<file path="src/rtl/sha256_pkg.sv">
// Shared types, constants and round functions for the SHA-256 stream hasher.
package sha256_pkg;

  localparam int CountBits = 61;
  localparam int CntW = CountBits;

  typedef enum logic [2:0] {
    ST_IDLE,
    ST_COMP,
    ST_PAD,
    ST_EMIT
  } state_t;

  // Controller to datapath.
  typedef struct packed {
    logic       load_byte;
    logic       pad_fill;
    logic       comp_start;
    logic       comp_step;
    logic       comp_fold;
    logic       reset_msg;
    logic       out_load;
    logic [2:0] out_index;
    logic       out_last;
  } cmd_t;

  // Datapath to controller.
  typedef struct packed {
    logic       block_full;
    logic       pad_two;
    logic [5:0] round;
    logic       round_done;
  } status_t;

  localparam logic [31:0] INIT_HASH [8] = '{
    32'h6a09e667, 32'hbb67ae85, 32'h3c6ef372, 32'ha54ff53a,
    32'h510e527f, 32'h9b05688c, 32'h1f83d9ab, 32'h5be0cd19};

  localparam logic [31:0] ROUND_K [64] = '{
    32'h428a2f98, 32'h71374491, 32'hb5c0fbcf, 32'he9b5dba5,
    32'h3956c25b, 32'h59f111f1, 32'h923f82a4, 32'hab1c5ed5,
    32'hd807aa98, 32'h12835b01, 32'h243185be, 32'h550c7dc3,
    32'h72be5d74, 32'h80deb1fe, 32'h9bdc06a7, 32'hc19bf174,
    32'he49b69c1, 32'hefbe4786, 32'h0fc19dc6, 32'h240ca1cc,
    32'h2de92c6f, 32'h4a7484aa, 32'h5cb0a9dc, 32'h76f988da,
    32'h983e5152, 32'ha831c66d, 32'hb00327c8, 32'hbf597fc7,
    32'hc6e00bf3, 32'hd5a79147, 32'h06ca6351, 32'h14292967,
    32'h27b70a85, 32'h2e1b2138, 32'h4d2c6dfc, 32'h53380d13,
    32'h650a7354, 32'h766a0abb, 32'h81c2c92e, 32'h92722c85,
    32'ha2bfe8a1, 32'ha81a664b, 32'hc24b8b70, 32'hc76c51a3,
    32'hd192e819, 32'hd6990624, 32'hf40e3585, 32'h106aa070,
    32'h19a4c116, 32'h1e376c08, 32'h2748774c, 32'h34b0bcb5,
    32'h391c0cb3, 32'h4ed8aa4a, 32'h5b9cca4f, 32'h682e6ff3,
    32'h748f82ee, 32'h78a5636f, 32'h84c87814, 32'h8cc70208,
    32'h90befffa, 32'ha4506ceb, 32'hbef9a3f7, 32'hc67178f2};

  localparam logic [7:0] PAD_BYTE = 8'h80;
  localparam logic [6:0] LEN_OFFSET = 7'd56;

  function automatic logic [31:0] ror(input logic [31:0] x, input int n);
    ror = (x >> n) | (x << (32 - n));
  endfunction

endpackage

</file>
<file path="src/rtl/sha256_ctrl.sv">
// Controller: sequences byte intake, padding, compression and digest output.
module sha256_ctrl (
  input  logic                clk,
  input  logic                rst,
  input  logic                in_valid,
  output logic                in_ready,
  input  logic                in_byte_valid,
  input  logic                in_last,
  output logic                out_valid,
  input  logic                out_ready,
  input  sha256_pkg::status_t status,
  output sha256_pkg::cmd_t    cmd
);

  sha256_pkg::state_t state, state_next;
  logic       pending_last, pending_last_next;
  logic       padded, padded_next;
  logic [2:0] out_cnt, out_cnt_next;
  logic       ovalid, ovalid_next;

  always_ff @(posedge clk) begin
    if (rst) begin
      state <= sha256_pkg::ST_IDLE;
      pending_last <= 1'b0;
      padded <= 1'b0;
      out_cnt <= '0;
      ovalid <= 1'b0;
    end else begin
      state <= state_next;
      pending_last <= pending_last_next;
      padded <= padded_next;
      out_cnt <= out_cnt_next;
      ovalid <= ovalid_next;
    end
  end

  logic accept;
  assign accept = in_valid && in_ready;
  assign in_ready = (state == sha256_pkg::ST_IDLE);
  assign out_valid = ovalid;

  // Next state.
  always_comb begin
    state_next = state;
    pending_last_next = pending_last;
    padded_next = padded;
    out_cnt_next = out_cnt;
    ovalid_next = ovalid;
    case (state)
      sha256_pkg::ST_IDLE: begin
        if (accept) begin
          pending_last_next = in_last;
          padded_next = 1'b0;
          if (in_byte_valid && status.block_full) state_next = sha256_pkg::ST_COMP;
          else if (in_last) state_next = sha256_pkg::ST_PAD;
        end
      end
      sha256_pkg::ST_PAD: begin
        padded_next = !status.pad_two;
        state_next = sha256_pkg::ST_COMP;
      end
      sha256_pkg::ST_COMP: begin
        if (status.round_done) begin
          if (!pending_last) state_next = sha256_pkg::ST_IDLE;
          else if (!padded) state_next = sha256_pkg::ST_PAD;
          else begin
            state_next = sha256_pkg::ST_EMIT;
            out_cnt_next = '0;
            ovalid_next = 1'b0;
          end
        end
      end
      sha256_pkg::ST_EMIT: begin
        if (!ovalid) ovalid_next = 1'b1;
        else if (out_ready) begin
          if (out_cnt == 3'd7) begin
            ovalid_next = 1'b0;
            state_next = sha256_pkg::ST_IDLE;
            pending_last_next = 1'b0;
          end else begin
            out_cnt_next = out_cnt + 3'd1;
            ovalid_next = 1'b0;
          end
        end
      end
      default: state_next = sha256_pkg::ST_IDLE;
    endcase
  end

  // Outputs.
  always_comb begin
    cmd = '0;
    cmd.out_index = out_cnt;
    cmd.out_last = (out_cnt == 3'd7);
    case (state)
      sha256_pkg::ST_IDLE: begin
        cmd.load_byte = accept && in_byte_valid;
        cmd.comp_start = accept && in_byte_valid && status.block_full;
      end
      sha256_pkg::ST_PAD: begin
        cmd.pad_fill = 1'b1;
        cmd.comp_start = 1'b1;
      end
      sha256_pkg::ST_COMP: begin
        cmd.comp_step = 1'b1;
        cmd.comp_fold = status.round_done;
      end
      sha256_pkg::ST_EMIT: begin
        cmd.out_load = !ovalid;
        cmd.reset_msg = ovalid && out_ready && (out_cnt == 3'd7);
      end
      default: cmd = '0;
    endcase
  end

endmodule

</file>
<file path="src/rtl/sha256_dp.sv">
// Datapath: block buffer, message schedule, round unit, hash state and output word.
module sha256_dp (
  input  logic                clk,
  input  logic                rst,
  input  logic [7:0]          data_byte,
  input  sha256_pkg::cmd_t    cmd,
  output sha256_pkg::status_t status,
  output logic [31:0]         digest_word,
  output logic [2:0]          word_index,
  output logic                last_word
);

  logic [31:0] buf_q [16];
  logic [6:0]  count;
  logic [sha256_pkg::CntW-1:0] msg_bytes;
  logic [31:0] hash [8];
  logic [31:0] hash_fold [8];
  logic [31:0] v [8];
  logic [31:0] w [16];
  logic [5:0]  round;
  logic        fill_two;
  logic        fold_pend;

  assign status.block_full = (count == 7'd63);
  assign status.pad_two = (count >= 7'd56);
  assign status.round = round;
  assign status.round_done = (round == 6'd63);

  // Padded block view: 0x80 at count, zeros, then length in the final block.
  logic [63:0] bit_len;
  assign bit_len = {msg_bytes, 3'b000};

  function automatic logic [7:0] pad_at(input int i, input logic [6:0] c,
                                        input logic two, input logic second,
                                        input logic [63:0] len, input logic [7:0] cur);
    logic [6:0] ii;
    ii = 7'(i);
    // The second padded block holds only zeros and the length.
    if (second) pad_at = (ii < sha256_pkg::LEN_OFFSET) ? 8'h00 : len[8*(63-i) +: 8];
    else if (ii < c) pad_at = cur;
    else if (ii == c) pad_at = sha256_pkg::PAD_BYTE;
    else if (two || ii < sha256_pkg::LEN_OFFSET) pad_at = 8'h00;
    else pad_at = len[8*(63-i) +: 8];
  endfunction

  logic [7:0] blk [64];
  always_comb begin
    for (int j = 0; j < 16; j++) begin
      for (int k = 0; k < 4; k++) begin
        blk[4*j+k] = cmd.pad_fill
          ? pad_at(4*j+k, count, status.pad_two, fill_two, bit_len, buf_q[j][8*(3-k) +: 8])
          : buf_q[j][8*(3-k) +: 8];
      end
    end
    if (cmd.load_byte) blk[63] = data_byte;
  end

  always_ff @(posedge clk) begin
    if (cmd.load_byte) buf_q[count[5:2]][{~count[1:0], 3'b000} +: 8] <= data_byte;
    if (cmd.pad_fill) begin
      for (int i = 0; i < 16; i++)
        buf_q[i] <= {blk[4*i], blk[4*i+1], blk[4*i+2], blk[4*i+3]};
    end
  end

  always_ff @(posedge clk) begin
    if (rst || cmd.reset_msg) begin
      count <= '0;
      msg_bytes <= '0;
      fill_two <= 1'b0;
    end else begin
      if (cmd.load_byte) begin
        msg_bytes <= msg_bytes + 1'b1;
        count <= (count == 7'd63) ? 7'd0 : count + 7'd1;
      end
      // After the first padded block the rest is zeros plus length.
      if (cmd.pad_fill) begin
        fill_two <= status.pad_two;
        count <= status.pad_two ? 7'd0 : count;
      end
    end
  end

  // Schedule: 16-word window, one new word per round.
  logic [31:0] s0, s1, w_new, wt;
  assign s0 = sha256_pkg::ror(w[1], 7) ^ sha256_pkg::ror(w[1], 18) ^ (w[1] >> 3);
  assign s1 = sha256_pkg::ror(w[14], 17) ^ sha256_pkg::ror(w[14], 19) ^ (w[14] >> 10);
  assign w_new = w[0] + s0 + w[9] + s1;
  assign wt = w[0];

  logic [31:0] t1, t2, ch, maj, e1, a0;
  assign e1 = sha256_pkg::ror(v[4], 6) ^ sha256_pkg::ror(v[4], 11) ^ sha256_pkg::ror(v[4], 25);
  assign ch = (v[4] & v[5]) ^ (~v[4] & v[6]);
  assign a0 = sha256_pkg::ror(v[0], 2) ^ sha256_pkg::ror(v[0], 13) ^ sha256_pkg::ror(v[0], 22);
  assign maj = (v[0] & v[1]) ^ (v[0] & v[2]) ^ (v[1] & v[2]);
  assign t1 = v[7] + e1 + ch + sha256_pkg::ROUND_K[round] + wt;
  assign t2 = a0 + maj;

  // Fold registers after the last round; the fold uses the round-63 outputs.
  always_ff @(posedge clk) begin
    if (rst) fold_pend <= 1'b0;
    else fold_pend <= cmd.comp_fold;
  end

  // Forward a pending fold to the next block start and the digest load.
  always_comb begin
    for (int i = 0; i < 8; i++) hash_fold[i] = fold_pend ? hash[i] + v[i] : hash[i];
  end

  always_ff @(posedge clk) begin
    if (cmd.comp_start) begin
      for (int i = 0; i < 16; i++)
        w[i] <= {blk[4*i], blk[4*i+1], blk[4*i+2], blk[4*i+3]};
      for (int i = 0; i < 8; i++) v[i] <= hash_fold[i];
    end else if (cmd.comp_step) begin
      for (int i = 0; i < 15; i++) w[i] <= w[i+1];
      w[15] <= w_new;
      v[7] <= v[6]; v[6] <= v[5]; v[5] <= v[4];
      v[4] <= v[3] + t1;
      v[3] <= v[2]; v[2] <= v[1]; v[1] <= v[0];
      v[0] <= t1 + t2;
    end
  end

  always_ff @(posedge clk) begin
    if (rst) round <= '0;
    else if (cmd.comp_start) round <= '0;
    else if (cmd.comp_step) round <= round + 6'd1;
  end

  always_ff @(posedge clk) begin
    if (rst || cmd.reset_msg) begin
      for (int i = 0; i < 8; i++) hash[i] <= sha256_pkg::INIT_HASH[i];
    end else if (fold_pend) begin
      for (int i = 0; i < 8; i++) hash[i] <= hash_fold[i];
    end
  end

  always_ff @(posedge clk) begin
    if (cmd.out_load) begin
      digest_word <= hash_fold[cmd.out_index];
      word_index <= cmd.out_index;
      last_word <= cmd.out_last;
    end
  end

endmodule

</file>
<file path="src/rtl/sha256_stream_hasher_unit.sv">
// A byte that fills no block is taken while idle; a full block adds 64 rounds
// plus a fold. Last adds a pad step and 64 rounds (twice when the length
// does not fit), then eight digest transactions.
// Throughput: one item while idle and no fold is pending; the single round unit runs one round per cycle.
// Reset: synchronous rst restores the initial hash, clears counts and output valid.
module sha256_stream_hasher_unit (
  input  logic        clk,
  input  logic        rst,
  input  logic        in_valid,
  output logic        in_ready,
  input  logic [7:0]  data_byte,
  input  logic        byte_valid,
  input  logic        last,
  output logic        out_valid,
  input  logic        out_ready,
  output logic [31:0] digest_word,
  output logic [2:0]  word_index,
  output logic        last_word
);

  sha256_pkg::cmd_t    cmd;
  sha256_pkg::status_t status;
  logic ctrl_ready, fold_busy;

  // Input is held off after each compression while the hash fold lands.
  always_ff @(posedge clk) begin
    if (rst) fold_busy <= 1'b0;
    else fold_busy <= cmd.comp_fold;
  end
  assign in_ready = ctrl_ready && !fold_busy;

  sha256_ctrl u_ctrl (
    .clk(clk), .rst(rst),
    .in_valid(in_valid && !fold_busy), .in_ready(ctrl_ready),
    .in_byte_valid(byte_valid), .in_last(last),
    .out_valid(out_valid), .out_ready(out_ready),
    .status(status), .cmd(cmd)
  );

  sha256_dp u_dp (
    .clk(clk), .rst(rst), .data_byte(data_byte),
    .cmd(cmd), .status(status),
    .digest_word(digest_word), .word_index(word_index), .last_word(last_word)
  );

endmodule

</file>
<file path="config.mk">
export PLATFORM = sky130hd
export DESIGN_NAME = sha256_stream_hasher_unit
export DESIGN_NICKNAME = d
export VERILOG_FILES = /design/src/rtl/sha256_pkg.sv /design/src/rtl/sha256_ctrl.sv /design/src/rtl/sha256_dp.sv /design/src/rtl/sha256_stream_hasher_unit.sv
export SDC_FILE = /design/constraint.sdc
export NUM_CORES = 2
export LEC_CHECK = 0
export BUFFER_PORTS_ARGS = -buffer_cell sky130_fd_sc_hd__buf_2
export CORE_ASPECT_RATIO = 0.5
export CORE_MARGIN = 2
export CORE_UTILIZATION = 57
export DETAILED_ROUTE_END_ITERATION = 8
export PLACE_DENSITY = 0.75
export SYNTH_ARGS = -nofsm -noshare
export SYNTH_HDL_FRONTEND = slang
export SYNTH_SLANG_ARGS = --single-unit
</file>
<file path="constraint.sdc">
create_clock -name clk -period 92.3 [get_ports clk]
set_input_delay 18.46 -clock clk [delete_from_list [all_inputs] [get_ports clk]]
set_output_delay 18.46 -clock clk [all_outputs]
set_load 0.02 [all_outputs]
</file>
==> results.cfg <==
[run_status]
outcome = complete, but fails checks
violations = design-rule violations

[grt]
grt_max_degree = 145
overflow = 0
grtUsageTotal_pct = 36.1
grt_pass1_wl_um = 482000
grt_pass1_vias = 74100
antenna_found_initial = 11

[floorplan]
initial_utilization_pct = 57.3
dieWidth_um = 599
fp-row-count = 109
die_h_um = 302
core_um2 = 176000
die_area_um2 = 181000
io_pins = 52

[logic_synthesis]
postSynthCellCount = 9504
synth_area_leaders = edfxtp_1 47%, ha_1 4.9%, a21o_1 4.2%, xnor2_1 3.9%, a21oi_1 3.9%
netlist_area_um2 = 101000
syn-mean-instance-area_um2 = 10.6
yosysWarnings = 0
yosysTopAreaCellShare_pct = 46.7
synthesis.nets = 10100
synth-seq-cells = 1656
yosysMostFrequentCell = edfxtp_1
synth_edf_count = 1572
synth_flop_cell = edfxtp_1
async_reset_ff_share_pct = 0
synth_cell_types = 102
synth_common_cells = 1572 x edfxtp_1, 834 x nor2_1, 808 x nand2_1
ys_seq_area_share_pct = 48.4
synth.largest_area_cell = edfxtp_1

[worst_setup_path]
crit_arrival_ns = 23.78
cp.required_ns = 92.74
crit_type = primary input to register
worstPathMaxFanout = 77
cp-end-kind = register
start_kind = primary input

[detailed_routing]
drt_iter0_drc = 11600
wl_per_cell_um = 28.0
vias = 79300
wl_um = 332000
drc_errors = 1
firstDrtPassIters = 9
antenna_left = 0
via_per_inst = 6.68

[timing]
drv_slew = 0
max_freq_ghz = 0.0428
skew_ns = 0.0867
worst_pin_slew_ns = 1.45
fin_setup_tns_ns = 0
setup-violations-final = 0
rsz0062_at_grt = no
hold_viol = 0
relSlewSlack_pct = 3.10
finalCriticalPeriod_ns = 23.34
fin_crit_sh_pct = 25.3

[finish]
syn_to_final_growth_pct = 7.74
num-nets-final = 9959
drive_above_1_share_pct = 6.35

[clock_tree]
cts.sinks = 1656
clockRootBuffer = clkbuf_16
postCtsSetupBuffers = 0
cts_buffer_depth = 4
ctsResizeCount = 0
path_clk_slew_ns = 0.06
clock_latency_ns = 0.90
cts_tree = yes
htreeDepth = 4
cts_buffers = 162
holdBufCountCts = 0

[place]
gp_congestion = 1.04
dp_hpwl_um = 238000
io_buffer_count = 51

[run]
maxCapViolations = 0

[hold_path]
worstHoldPathType = register to register
[path summary, 6_finish.rpt]
kind | slack, ns | from | cells after the start | endpoint
min reg2reg | 0.50 | u_ctrl.padded | 2 | u_ctrl.padded
min | 0.50 | u_ctrl.padded | 2 | u_ctrl.padded
max reg2reg | 80.28 | u_dp.round[0] | 38 | u_dp.v[0][30]
max | 68.96 | in_valid | 10 | u_dp.v[0][41]
[layer usage]
metal	track usage [%]	vias to the layer above	wire (um)
met1	48.8	38500	127000
met3	9.02	1050	42300
met2	54.0	5062	142000
met4	19.0	14	21100
li1	-	34700	-
met5	0	-	100
[placed cells by master, fill, tap and decap left out, types with 27 or more instances in the layout]
master | netlist | routed
o21a_1 | 49 | 49
and2_1 | 134 | 134
nor2_1 | 834 | 828
clkbuf_16 | 0 | 165
mux2i_1 | 234 | 234
nand3_1 | 111 | 110
xor2_1 | 192 | 192
clkbuf_1 | 464 | 34
nand4_1 | 37 | 37
inv_1 | 368 | 365
ha_1 | 398 | 398
dfxtp_1 | 84 | 74
nand2b_1 | 141 | 140
o21ai_0 | 592 | 591
a21o_1 | 561 | 561
o21bai_1 | 67 | 67
or3_1 | 32 | 32
a221o_1 | 33 | 33
buf_4 | 1 | 160
xnor2_1 | 453 | 453
o31ai_1 | 27 | 27
buf_2 | 3 | 51
a211oi_1 | 92 | 92
a31oi_1 | 77 | 76
a22o_1 | 334 | 334
a21oi_1 | 781 | 781
mux2_2 | 34 | 34
nor3_1 | 107 | 106
fa_1 | 195 | 195
a22oi_1 | 53 | 53
nor2b_1 | 68 | 67
edfxtp_1 | 1572 | 1572
o211ai_1 | 30 | 30
and3_1 | 59 | 59
nand2_1 | 808 | 803
mux4_2 | 39 | 39
clkinv_1 | 4 | 36
[per-stage QoR]
| stage | cell area [um^2] | utilization, % | hold slack, ns | setup slack [ns] | cells |
|---|---|---|---|---|---|
| after CTS | 109000 | 61.7 | 0.493 | 69.06 | 11900 |
| after global placement | 104000 | 58.8 | 0.464 | 68.26 | 11600 |
| after floorplan | 101000 | - | 0.436 | 48.77 | 9504 |
| after detailed placement | 104000 | 58.8 | 0.484 | 68.23 | 11600 |
| after global routing | 109000 | 61.7 | 0.524 | 68.77 | 11900 |
| final | 109000 | 61.7 | 0.499 | 68.96 | 11900 |
[cell families after synthesis]
family | count (synthesis) | share of synthesized area [%]
AND/OR/NAND/NOR | 2423 | 10.8
flip-flops | 1656 | 48.4
buffers and inverters | 902 | 3.37
multiplexers | 307 | 3.57
adder cells (fa/ha/maj) | 616 | 9.02
AO/OA/AOI/OAI | 2954 | 19.2
XOR/XNOR | 646 | 5.61
[worst max-delay path: stages]
cell,delay [ns]
buf_2,0.07
nor2b_2,0.43
and3_1,0.24
buf_4,0.29
nand2_2,0.12
nand3_4,0.60
buf_4,0.93
buf_4,0.70
buf_4,0.83
buf_4,0.90
[cell type report]
| cell class | count | area [um^2] |
|---|---|---|
| diodes | 5 | 12.5 |
| well taps | 2386 | 2990 |
| clock buffers | 203 | 4310 |
| clock inverters | 81 | 858 |
| multi-input cells | 6946 | 48800 |
| inverters | 373 | 1400 |
| repair buffers | 213 | 1500 |
| fillers | 13900 | 67500 |
| flip-flops and latches | 1656 | 48900 |
[state kept, by name, indices dropped and copies added (netlist names), 6 cells and up]
signal and flops:
u_dp.w 512, u_dp.v 256, u_dp.hash 256, u_dp.msg_bytes 61
u_dp.digest_word 32, u_dp.round 6, u_dp.buf_q 512, u_dp.count 7
Power is left out: the tool's default activity adds up to more than one toggle a clock period on the data nets, which glitch-free logic cannot reach.
